`src/rtl/chtbl_pkg.sv`:
```
// shared types and constants for the chained hash table
`default_nettype none

package chtbl_pkg;

	localparam int FUNC_BITS = 2;
	localparam int IDX_BITS  = 6;

	typedef enum logic [FUNC_BITS-1:0] {
		OP_INSERT = 2'd0,
		OP_SEARCH = 2'd1,
		OP_CLEAR  = 2'd2
	} op_t;

	// controller to datapath
	typedef struct packed {
		logic load;
		logic mod_step;
		logic sweep;
		logic head_rd;
		logic ins_commit;
		logic link_sel_next;
		logic node_rd;
		logic hit;
		logic res_full;
		logic out_load;
	} dp_cmd_t;

	// datapath to controller
	typedef struct packed {
		logic mod_done;
		logic sweep_last;
		logic pool_full;
		logic is_insert;
		logic link_ok;
		logic key_hit;
		logic out_free;
	} dp_stat_t;

endpackage

`default_nettype wire

```
`src/rtl/chtbl_ctrl.sv`:
```
// controller: sequences hash, bucket access, chain walk, clearing sweep and response
`default_nettype none

module chtbl_ctrl (
	input  logic                            clk,
	input  logic                            arst_n,
	input  logic                            req_valid,
	input  logic [chtbl_pkg::FUNC_BITS-1:0] req_func,
	output logic                            req_ready,
	input  chtbl_pkg::dp_stat_t             stat,
	output chtbl_pkg::dp_cmd_t              cmd
);
	import chtbl_pkg::*;

	typedef enum logic [2:0] {
		S_SWEEP_RST,
		S_IDLE,
		S_HASH,
		S_HEAD_RD,
		S_HEAD,
		S_NODE,
		S_SWEEP_CLR,
		S_RESULT
	} state_t;

	state_t state_q;
	logic   ready_q;
	logic   accept;

	assign accept    = req_valid & ready_q;
	assign req_ready = ready_q;

	always_comb begin
		cmd = '0;
		unique case (state_q)
			S_SWEEP_RST: cmd.sweep = 1'b1;
			S_SWEEP_CLR: cmd.sweep = 1'b1;
			S_IDLE:      cmd.load = accept;
			S_HASH:      cmd.mod_step = 1'b1;
			S_HEAD_RD: begin
				if (stat.is_insert && stat.pool_full)
					cmd.res_full = 1'b1;
				else
					cmd.head_rd = 1'b1;
			end
			S_HEAD: begin
				if (stat.is_insert)
					cmd.ins_commit = 1'b1;
				else
					cmd.node_rd = stat.link_ok;
			end
			S_NODE: begin
				if (stat.key_hit) begin
					cmd.hit = 1'b1;
				end else begin
					cmd.link_sel_next = 1'b1;
					cmd.node_rd       = stat.link_ok;
				end
			end
			S_RESULT:    cmd.out_load = stat.out_free;
			default:     cmd = '0;
		endcase
	end

	always_ff @(posedge clk or negedge arst_n) begin
		if (!arst_n) begin
			state_q <= S_SWEEP_RST;
			ready_q <= 1'b0;
		end else begin
			unique case (state_q)
				S_SWEEP_RST: begin
					if (stat.sweep_last) begin
						state_q <= S_IDLE;
						ready_q <= 1'b1;
					end
				end
				S_IDLE: begin
					if (accept) begin
						ready_q <= 1'b0;
						if (req_func == OP_INSERT || req_func == OP_SEARCH)
							state_q <= S_HASH;
						else if (req_func == OP_CLEAR)
							state_q <= S_SWEEP_CLR;
						else
							state_q <= S_RESULT;
					end
				end
				S_HASH: begin
					if (stat.mod_done)
						state_q <= S_HEAD_RD;
				end
				S_HEAD_RD: begin
					if (stat.is_insert && stat.pool_full)
						state_q <= S_RESULT;
					else
						state_q <= S_HEAD;
				end
				S_HEAD: begin
					if (stat.is_insert || !stat.link_ok)
						state_q <= S_RESULT;
					else
						state_q <= S_NODE;
				end
				S_NODE: begin
					// stay while the chain continues without a match
					if (stat.key_hit || !stat.link_ok)
						state_q <= S_RESULT;
				end
				S_SWEEP_CLR: begin
					if (stat.sweep_last)
						state_q <= S_RESULT;
				end
				S_RESULT: begin
					if (stat.out_free) begin
						state_q <= S_IDLE;
						ready_q <= 1'b1;
					end
				end
				default: begin
					state_q <= S_SWEEP_RST;
					ready_q <= 1'b0;
				end
			endcase
		end
	end

endmodule

`default_nettype wire

```
`config.mk`:
```
export PLATFORM = sky130hd
export DESIGN_NAME = chtbl_ctrl
export DESIGN_NICKNAME = d
export VERILOG_FILES = /design/src/rtl/chtbl_pkg.sv /design/src/rtl/chtbl_ctrl.sv
export SDC_FILE = /design/constraint.sdc
export NUM_CORES = 1
export LEC_CHECK = 0
export BUFFER_PORTS_ARGS = -buffer_cell sky130_fd_sc_hd__buf_2
export CAP_MARGIN = 10
export CORE_AREA = 2 2 39 41
export DETAILED_ROUTE_END_ITERATION = 12
export DIE_AREA = 0 0 41 43
export SLEW_MARGIN = 10
export SYNTH_ARGS = -nofsm -noshare
export SYNTH_HDL_FRONTEND = slang
export SYNTH_SLANG_ARGS = --single-unit
```
`constraint.sdc`:
```
create_clock -name clk -period 1.5 [get_ports clk]
set_input_delay 0 -clock clk [delete_from_list [all_inputs] [get_ports clk]]
set_output_delay 0 -clock clk [all_outputs]
set_load 0.005 [all_outputs]
```
==> results.json <==
{
  "num_vias": 551,
  "die_x_um": 41,
  "worst_slew_pin_slew_ns": 0.282,
  "p_seq_frac": 0.165,
  "synth_edf_count": 0,
  "numCtsBuffers": 3,
  "seq_area_frac_synth": 0.242,
  "start_util": 0.298,
  "cts_tree": "done",
  "synth_top_family_by_area": "simple AND/OR/NAND/NOR gates",
  "ant_nets": 0,
  "finalPower_mw": 1.28,
  "switchingPower_uw": 525,
  "intPower_uw": 755,
  "numPortBuffers": 22,
  "nNetsFinal": 106,
  "crit_required_ns": 1.62,
  "slowest_stage": "dfrtp_1",
  "synth_fa_ha_area_frac": 0,
  "hold_path_class": "in -> async",
  "path_cells": "buf_4 -> nor2b_1 -> a32oi_1 -> and3_4 -> mux2_4",
  "r2r-start": "state_q[1]",
  "root_buffer": "clkbuf_4",
  "syn_inst": 54,
  "dpl.cell_count": 101,
  "synth_area_leader_cell": "dfrtp_1",
  "synthFlopType": "dfrtp_1",
  "ir_drop_mv": 0.920,
  "yosys-top-cells-count": "nand2_1 (8), a21oi_1 (5), nor2_1 (5)",
  "finalHoldViolCount": 0,
  "synth_mux_area_frac": 0.0606,
  "dr.pass1.iters": 5,
  "yosysMostFrequentCell": "nand2_1",
  "wl_per_cell_um": 12.7,
  "synth_seq_cells": 4,
  "synth-compound-area-share": 0.239,
  "critPathKind": "reg -> reg",
  "antenna_found_initial": 0,
  "slew-limit-headroom": 0.809,
  "netlist_area_sq_um": 413,
  "postPlaceCellArea_sq_um": 612,
  "synth_fp_nets": 66,
  "rsz0062_at_grt": "true",
  "wirelength_um": 1370,
  "finalClockSkew_ns": 0.00288,
  "failed_checks": "setup timing",
  "post-place-ws_ns": -0.0668,
  "syn_to_final_growth_pct": 75.5,
  "holdWs_ns": 0.0948,
  "fin_cells": 108,
  "antennaDiodeCount": 0,
  "gr-total-overflow": 0,
  "cpPeakStageDelay_ns": 0.41,
  "drt_iter0_drc": 8,
  "nFillCells": 142,
  "fin_crit_ns": 1.57,
  "synth-xor-area-share": 0,
  "row_count": 14,
  "status": "complete, but fails checks",
  "crit_path_end_kind": "flip-flop",
  "grt_max_degree": 8,
  "postLayoutCellArea_sq_um": 724,
  "drc": 0,
  "tns_ns": -0.0794,
  "track_usage": 0.183,
  "clock_power_share": 0.105,
  "drive_gt1_frac": 0.554,
  "globalplace.congestion": 0.804,
  "synth-simple-area-share": 0.370,
  "yosys.area.top_type_share": 0.242,
  "r2r_slack_ns": -0.07,
  "async_flop_share": 1.00,
  "r2r_end": "state_q[0]",
  "ff2ff_path_depth": 5,
  "max-cap-violations": 0,
  "viasPerCell": 5.10,
  "htreeDepth": 1,
  "arrival_ns": 1.69,
  "die_area_sq_um": 1760,
  "startpoint_type": "flip-flop",
  "synth_warnings": 0,
  "synth.distinct_cells": 27,
  "cts_sinks": 4,
  "cts_buffer_depth": 2,
  "avgSynthCellArea_sq_um": 7.65,
  "p_per_area_nw_per_um2": 1770,
  "clk_latency_ns": 0.24,
  "cts.clk_slew.worst_paths_ns": 0.04,
  "path_max_fanout": 5,
  "dp_hpwl_um": 1020,
  "grt_pass1_vias": 512,
  "die_h_um": 43,
  "setup_slack_ns": -0.0747,
  "grt_pass1_wl_um": 2090,
  "final_core_util": 0.524,
  "power.leakage_nw": 0.383,
  "drv_slew": 0,
  "core_region_area_sq_um": 1380,
  "setup_viol_count_final": 2,
  "ios": 23,
  "swShare": 0.410,
  "fmax_mhz": 635,
  "combPwrFrac": 0.730,
  "min_period_over_period": 1.05,
  "ys_top_cells_by_area": "dfrtp_1 (24%), nand2_1 (7.3%), a21oi_1 (6.1%)"
}
-- per-layer routing --
metal  up-vias  part of all wire  track usage
met5         -                 0            0
met4         0             0.010        0.100
met3         2             0.048       0.0471
met2        21              0.54        0.291
met1       257              0.41        0.212
li1        271                 -            -
-- sequential cells by signal, summed over array words and instances, names as in the netlist --
signal / cells
req_ready: 1
state_q: 3
-- worst max path at each step --
stage / startpoint / to / slack, ns / cells after the start
floorplan: state_q[2] / state_q[0] / -0.13 / 5
global placement: state_q[1] / state_q[0] / -0.08 / 4
detailed placement: state_q[2] / state_q[0] / -0.07 / 5
CTS: state_q[1] / state_q[0] / -0.05 / 4
global route: state_q[1] / state_q[0] / -0.10 / 5
finish: state_q[1] / state_q[0] / -0.07 / 5
-- cells in the final DEF (no fill, tap or decap) --
cell,instances
nand2_1,8
buf_6,2
and3_1,3
a31oi_1,1
clkbuf_4,3
buf_4,13
a21oi_1,3
nor3_1,1
o32a_4,1
buf_2,22
or2b_1,1
nor2_1,5
inv_1,4
mux2i_1,1
nor4bb_2,1
or3_4,1
and3_4,1
mux2_4,1
a41oi_2,1
and2_1,1
a21oi_4,2
dfrtp_1,4
dlygate4sd3_1,1
o2111ai_1,1
and2_4,1
a32oi_1,1
o221ai_2,1
nor2b_1,2
nand3_1,1
nand4_1,1
o21ai_0,2
or2_4,1
-- critical path: cells and delay by family (launching register included) --
kind / cells / cell delay (ns)
AO/OA/AOI/OAI: 1 / 0.23
buffers and inverters: 1 / 0.16
flip-flops: 1 / 0.41
multiplexers: 1 / 0.29
AND/OR/NAND/NOR: 2 / 0.38
-- what timing repair did --
action	in CTS	in global routing
hold buffers	1	0
resized for setup	5	7
endpoints found under the setup margin	3	5
setup buffers	3	0
endpoints found under the hold margin	4	0
pin swaps	4	3
-- kinds of logic (layout without fill, tap and decap cells) --
| family | Yosys count | in the layout |
|---|---|---|
| AO/OA/AOI/OAI | 13 | 13 |
| multiplexers | 2 | 2 |
| AND/OR/NAND/NOR | 28 | 28 |
| buffers and inverters | 7 | 45 |
| flip-flops | 4 | 4 |
-- power by group through the flow --
stage	Sequential (mW)	Combinational [mW]	Clock (mW)
after floorplan	0.185	0.475	0
after global placement	0.203	0.753	0
after detailed placement	0.205	0.753	0
after CTS	0.201	0.860	0.135
after global routing	0.217	1.01	0.146
final	0.211	0.934	0.135
-- cell type report --
type	instances	area [sq um]	share of cell area
Clock buffer	3	22.5	0.0311
Inverter	4	15.0	0.0207
Timing Repair Buffer	38	240	0.332
Tap cell	16	20.0	0.0276
Sequential cell	4	100	0.138
Multi-Input combinational cell	43	327	0.451
Power figures use the tool's default switching activity.
