$ cat src/rtl/chtbl_pkg.sv
// shared types and constants for the chained hash table
`default_nettype none

package chtbl_pkg;

	localparam int FUNC_BITS = 2;
	localparam int IDX_BITS  = 6;

	typedef enum logic [FUNC_BITS-1:0] {
		OP_INSERT = 2'd0,
		OP_SEARCH = 2'd1,
		OP_CLEAR  = 2'd2
	} op_t;

	// controller to datapath
	typedef struct packed {
		logic load;
		logic mod_step;
		logic sweep;
		logic head_rd;
		logic ins_commit;
		logic link_sel_next;
		logic node_rd;
		logic hit;
		logic res_full;
		logic out_load;
	} dp_cmd_t;

	// datapath to controller
	typedef struct packed {
		logic mod_done;
		logic sweep_last;
		logic pool_full;
		logic is_insert;
		logic link_ok;
		logic key_hit;
		logic out_free;
	} dp_stat_t;

endpackage

`default_nettype wire

$ cat src/rtl/chtbl_dp.sv
// datapath: bucket hash, bucket head and node memories, chain walk, response register
`default_nettype none

module chtbl_dp #(
	parameter int BUCKETS    = 101,
	parameter int POOL_NODES = 64,
	parameter int KEY_BITS   = 16
) (
	input  logic                               clk,
	input  logic                               arst_n,
	input  logic [chtbl_pkg::FUNC_BITS-1:0]    req_func,
	input  logic [KEY_BITS-1:0]                req_key,
	input  chtbl_pkg::dp_cmd_t                 cmd,
	output chtbl_pkg::dp_stat_t                stat,
	output logic                               rsp_valid,
	input  logic                               rsp_ready,
	output logic                               rsp_found,
	output logic [chtbl_pkg::IDX_BITS-1:0]     rsp_node_index,
	output logic                               rsp_status
);
	import chtbl_pkg::*;

	localparam int BKT_AW    = $clog2(BUCKETS);
	localparam int POOL_AW   = $clog2(POOL_NODES);
	localparam int LINK_W    = $clog2(POOL_NODES + 1);
	localparam int MOD_STEPS = 3;
	localparam int MOD_CW    = $clog2(MOD_STEPS);
	localparam int MUL_SH    = KEY_BITS + BKT_AW;
	localparam int RECIP_W   = KEY_BITS + 1;
	localparam int PROD_W    = KEY_BITS + RECIP_W;

	localparam logic [63:0] RECIP_FULL =
		((64'd1 << MUL_SH) + 64'(BUCKETS - 1)) / 64'(BUCKETS);

	localparam logic [BKT_AW:0]    BKT_C     = (BKT_AW + 1)'(BUCKETS);
	localparam logic [BKT_AW-1:0]  BKT_LAST  = BKT_AW'(BUCKETS - 1);
	localparam logic [LINK_W-1:0]  NULL_LINK = LINK_W'(POOL_NODES);
	localparam logic [MOD_CW-1:0]  MOD_LAST  = MOD_CW'(MOD_STEPS - 1);
	localparam logic [RECIP_W-1:0] RECIP     = RECIP_W'(RECIP_FULL);

	// request and hash state
	logic [FUNC_BITS-1:0] func_q;
	logic [KEY_BITS-1:0]  key_q;
	logic [PROD_W-1:0]    prod_q;
	logic [KEY_BITS-1:0]  qd_q;
	logic [BKT_AW-1:0]    rem_q;
	logic [MOD_CW-1:0]    mod_cnt_q;

	// table state
	logic [BKT_AW-1:0]    sweep_q;
	logic [LINK_W-1:0]    nodes_used_q;
	logic [LINK_W-1:0]    steps_q;
	logic [POOL_AW-1:0]   cur_q;

	// memories and their read registers
	logic [LINK_W-1:0]    bucket_mem [BUCKETS];
	logic [KEY_BITS-1:0]  key_mem [POOL_NODES];
	logic [LINK_W-1:0]    next_mem [POOL_NODES];
	logic [LINK_W-1:0]    head_q;
	logic [KEY_BITS-1:0]  nkey_q;
	logic [LINK_W-1:0]    nnext_q;

	// staged result and output word
	logic                 res_found_q;
	logic [IDX_BITS-1:0]  res_index_q;
	logic                 res_status_q;
	logic                 out_valid_q;
	logic                 out_found_q;
	logic [IDX_BITS-1:0]  out_index_q;
	logic                 out_status_q;

	logic [KEY_BITS-1:0]  quot;
	logic [LINK_W-1:0]    link;
	logic                 bkt_we;
	logic [BKT_AW-1:0]    bkt_waddr;
	logic [LINK_W-1:0]    bkt_wdata;

	// exact quotient from the rounded-up reciprocal for every key width that keeps KEY_BITS + BKT_AW below 64
	assign quot = KEY_BITS'(prod_q >> MUL_SH);

	assign link = cmd.link_sel_next ? nnext_q : head_q;

	assign bkt_we    = cmd.sweep | cmd.ins_commit;
	assign bkt_waddr = cmd.sweep ? sweep_q : rem_q;
	assign bkt_wdata = cmd.sweep ? NULL_LINK : nodes_used_q;

	always_comb begin
		stat.mod_done   = (mod_cnt_q == MOD_LAST);
		stat.sweep_last = (sweep_q == BKT_LAST);
		stat.pool_full  = (nodes_used_q >= NULL_LINK);
		stat.is_insert  = (func_q == OP_INSERT);
		stat.link_ok    = (link < NULL_LINK) && (steps_q < NULL_LINK);
		stat.key_hit    = (nkey_q == key_q);
		stat.out_free   = !out_valid_q || rsp_ready;
	end

	always_ff @(posedge clk or negedge arst_n) begin
		if (!arst_n) begin
			mod_cnt_q    <= '0;
			sweep_q      <= '0;
			nodes_used_q <= '0;
			steps_q      <= '0;
			out_valid_q  <= 1'b0;
		end else begin
			if (cmd.load) begin
				mod_cnt_q <= '0;
				steps_q   <= '0;
			end else begin
				if (cmd.mod_step)
					mod_cnt_q <= mod_cnt_q + MOD_CW'(1);
				if (cmd.node_rd)
					steps_q <= steps_q + LINK_W'(1);
			end
			if (cmd.sweep) begin
				sweep_q      <= stat.sweep_last ? '0 : sweep_q + BKT_AW'(1);
				nodes_used_q <= '0;
			end else if (cmd.ins_commit) begin
				nodes_used_q <= nodes_used_q + LINK_W'(1);
			end
			if (cmd.out_load)
				out_valid_q <= 1'b1;
			else if (rsp_ready)
				out_valid_q <= 1'b0;
		end
	end

	// payload registers
	always_ff @(posedge clk) begin
		if (cmd.load) begin
			func_q       <= req_func;
			key_q        <= req_key;
			rem_q        <= '0;
			res_found_q  <= 1'b0;
			res_index_q  <= '0;
			res_status_q <= 1'b0;
		end else begin
			// hash: product by the reciprocal, quotient times the bucket count, difference
			if (cmd.mod_step) begin
				prod_q <= PROD_W'(key_q) * PROD_W'(RECIP);
				qd_q   <= KEY_BITS'(quot * BKT_C);
				rem_q  <= BKT_AW'(key_q - qd_q);
			end
			if (cmd.res_full)
				res_status_q <= 1'b1;
			if (cmd.ins_commit)
				res_index_q <= IDX_BITS'(nodes_used_q);
			if (cmd.hit) begin
				res_found_q <= 1'b1;
				res_index_q <= IDX_BITS'(cur_q);
			end
		end
		if (cmd.node_rd)
			cur_q <= link[POOL_AW-1:0];
		if (cmd.out_load) begin
			out_found_q  <= res_found_q;
			out_index_q  <= res_index_q;
			out_status_q <= res_status_q;
		end
	end

	// bucket head memory
	always_ff @(posedge clk) begin
		if (bkt_we)
			bucket_mem[bkt_waddr] <= bkt_wdata;
		if (cmd.head_rd)
			head_q <= bucket_mem[rem_q];
	end

	// node pool memories
	always_ff @(posedge clk) begin
		if (cmd.ins_commit) begin
			key_mem[nodes_used_q[POOL_AW-1:0]]  <= key_q;
			next_mem[nodes_used_q[POOL_AW-1:0]] <= head_q;
		end
		if (cmd.node_rd) begin
			nkey_q  <= key_mem[link[POOL_AW-1:0]];
			nnext_q <= next_mem[link[POOL_AW-1:0]];
		end
	end

	assign rsp_valid      = out_valid_q;
	assign rsp_found      = out_found_q;
	assign rsp_node_index = out_index_q;
	assign rsp_status     = out_status_q;

endmodule

`default_nettype wire

$ cat config.mk
export PLATFORM = sky130hd
export DESIGN_NAME = chtbl_dp
export DESIGN_NICKNAME = d
export VERILOG_FILES = /design/src/rtl/chtbl_pkg.sv /design/src/rtl/chtbl_dp.sv
export SDC_FILE = /design/constraint.sdc
export NUM_CORES = 2
export LEC_CHECK = 0
export BUFFER_PORTS_ARGS = -buffer_cell sky130_fd_sc_hd__buf_4
export CAP_MARGIN = 20
export CELL_PAD_IN_SITES_DETAIL_PLACEMENT = 1
export CELL_PAD_IN_SITES_GLOBAL_PLACEMENT = 2
export CORE_ASPECT_RATIO = 0.8
export CORE_MARGIN = 2
export CORE_UTILIZATION = 45
export CTS_CLUSTER_SIZE = 16
export DETAILED_ROUTE_END_ITERATION = 8
export PLACE_DENSITY_LB_ADDON = 0.1
export SLEW_MARGIN = 20
export SYNTH_ARGS = -nofsm -noshare
export SYNTH_HDL_FRONTEND = slang
export SYNTH_SLANG_ARGS = --single-unit
$ cat constraint.sdc
create_clock -name clk -period 5.8 [get_ports clk]
set_clock_uncertainty 0.15 [all_clocks]
set_input_delay 0 -clock clk [delete_from_list [all_inputs] [get_ports clk]]
set_output_delay 0 -clock clk [all_outputs]
set_load 0.005 [all_outputs]
==> qor.yml <==
instances_no_fill: 10240
hold_buffers: 63
vdd_drop_max_mv: 0.3805
ys_warn_count: 0
min-delay-path-class: "in2reg"
outcome: "finished, final reports clean"
reg2reg_setup_slack_ns: 0.84
pwr_density_cell_nw_per_um2: 458.5
rsz0062_at_grt: "false"
vias: 63870
viasPerCell: 6.238
synth.distinct_cells: 60
place_congestion: 0.8119
min_period_over_period_pct: 85.53
grt_max_degree: 105
synth_top_area_share_pct: 68.04
clkTransAtPathRegs_ns: 0.07
die_w_um: 529.8
clock.fmax_mhz: 201.6
clockRootBuffer: "clkbuf_16"
ctsResizeCount: 0
antenna_left: 0
rr_startpoint: "key_q[12]"
hold_viol_final: 0
nFillCells: 21240
routed_wirelength_mm: 314.9
r2r.worst_path.cells: 17
max-clock-path-buffers: 4
syn_area_um2: 99520
required_ns: 6.28
cap_viol_max_count: 0
synth_common_cells: "edfxtp_1, nor2_1, a21oi_1"
antenna_found_initial: 24
r2r-end: "prod_q[29]"
post_drt_wl_per_cell_um: 30.75
clock_latency_ns: 0.90
portBuffers: 46
cts_tree: "yes"
hold_depth: 3
finalSetupTns_ns: 0
yosys.cell_count.top_type: "edfxtp_1"
cts_sinks: 2294
synth_edf_count: 2255
io_pins: 47
ys_ff_latch: 2294
min_from: "cmd[9]"
die-area_um2: 225000
grt_pass1_wl_mm: 457.9
drt_iter0_drc: 7273
crit_path_start_kind: "flop"
detail_route.first_pass.iterations: 5
numCtsBuffers: 238
postLayoutCellArea_um2: 112200
finalPower_mw: 51.44
drive_above_1_share_pct: 12.81
finalSetupViolCount: 0
worst-endpoint-arrival_ns: 5.44
path_max_fanout: 35
rows: 154
synth.yosys.seq_area_share_pct: 68.95
setup.worst_path.end_class: "flop"
grt_pass1_vias: 64510
grt_overflow: 0
max_slew_margin_pct: 17.06
hpwl_mm: 185.5
synth_top_cell_by_area: "edfxtp_1"
syn_nets: 7157
hold_ws_ns: 0.09125
place_inst: 9720
final.min_clock_period_ns: 4.961
leakagePower_nw: 37.52
synth_area_per_cell_um2: 14.30
ys_dominant_reg_cell: "edfxtp_1"
netlist_instances: 6958
worst_pin_slew_ns: 1.234
core_um2: 220000
synthArstFlopShare_pct: 1.046
hold_end: "rem_q[2]"
initial_core_util_pct: 45.23
nets: 7261
final_util_pct: 50.99
cts_setup_buffers: 0
regArea_um2: 68630
multiInputGateArea_um2: 28530
fp.dieH_um: 424.6
place_area_um2: 104100
worst_slack_ns: 0.8394
synthTopCellsByArea: "edfxtp_1, mux4_2, o21bai_1, nor2_1, nand2b_1"
crit_type: "reg2reg"
drc: 0
area_growth_pct: 12.74
dp_slack_ns: 0.8511
cts-htree-levels: 4
drv_slew: 0
grt_usage_pct: 27.79
[critical path, cell delays in order, from the launching register on]
cell and delay, ns:
edfxtp_1 0.42, buf_4 0.48, inv_1 0.14, fa_1 0.56, inv_1 0.04, ha_1 0.29, fa_1 0.54, inv_1 0.05
fa_1 0.47, inv_1 0.04, ha_1 0.31, nand4_1 0.10, o21ai_0 0.09, a211oi_1 0.33, o211ai_1 0.19, a21oi_1 0.27
o21bai_1 0.11, xnor2_1 0.13
[flip-flops by register name, summed over array words and instances (netlist names), 16 cells and up]
name,flops
next_mem,448
bucket_mem,707
key_q,16
nkey_q,16
key_mem,1024
[cell usage in the layout (no fill, tap or decap), types with 60 or more instances in the layout]
cell           netlist  routed
buf_4                6     244
nand2b_1           333     332
a31oi_1            186     185
dlygate4sd3_1        0      62
edfxtp_1          2255    2255
clkinv_1             1      62
o41ai_1            184     184
nor3_1             168     163
nor2_1             645     581
o21ai_0            168     168
nand2_1            213     206
a21oi_1            392     392
o21bai_1           371     371
inv_1              226     225
a22oi_1            191     191
o22ai_1            142     141
nor4_1              70      60
clkbuf_16            0     240
mux4_2             189     189
ha_1               125     125
[worst max path at each step]
stage	cells after the start	from	end
after floorplan	17	key_q[14]	prod_q[29]
after global placement	17	key_q[12]	prod_q[29]
after detailed placement	17	key_q[12]	prod_q[29]
after CTS	17	key_q[12]	prod_q[29]
after global routing	17	key_q[12]	prod_q[29]
final	17	key_q[12]	prod_q[29]
[cell families after synthesis]
logic type,count (synthesis),synth area share (%)
AND/OR/NAND/NOR,1589,7.601
multiplexers,246,4.854
flip-flops,2294,68.95
AO/OA/AOI/OAI,1902,12.85
XOR/XNOR,52,0.4576
buffers and inverters,707,2.855
adder cells (fa/ha/maj),168,2.436
[area by class of cell]
| cell class | count | area share (%) |
|---|---|---|
| Tap cell | 2964 | 3.305 |
| Clock buffer | 296 | 5.558 |
| Sequential cell | 2294 | 61.17 |
| Antenna cell | 17 | 0.03791 |
| Timing Repair Buffer | 340 | 2.748 |
| Clock inverter | 140 | 0.9668 |
| Multi-Input combinational cell | 3957 | 25.43 |
| Inverter | 231 | 0.7906 |
[report_power, final]
group | internal (mW) | switching, mW | leakage (nW)
Clock | 8.28 | 6.54 | 3.60
Combinational | 5.21 | 11.8 | 12.9
Sequential | 19.2 | 0.365 | 21.1
Total | 32.7 | 18.7 | 37.5
[metal layers]
metal,vias up,track usage (%),part of all wire (%)
met5,-,0,0.013
met4,6,6.058,2.2
met3,393,4.636,8.0
met2,2367,40.45,43
met1,33810,43.57,46
li1,27290,-,-
Power figures use the tool's default switching activity.
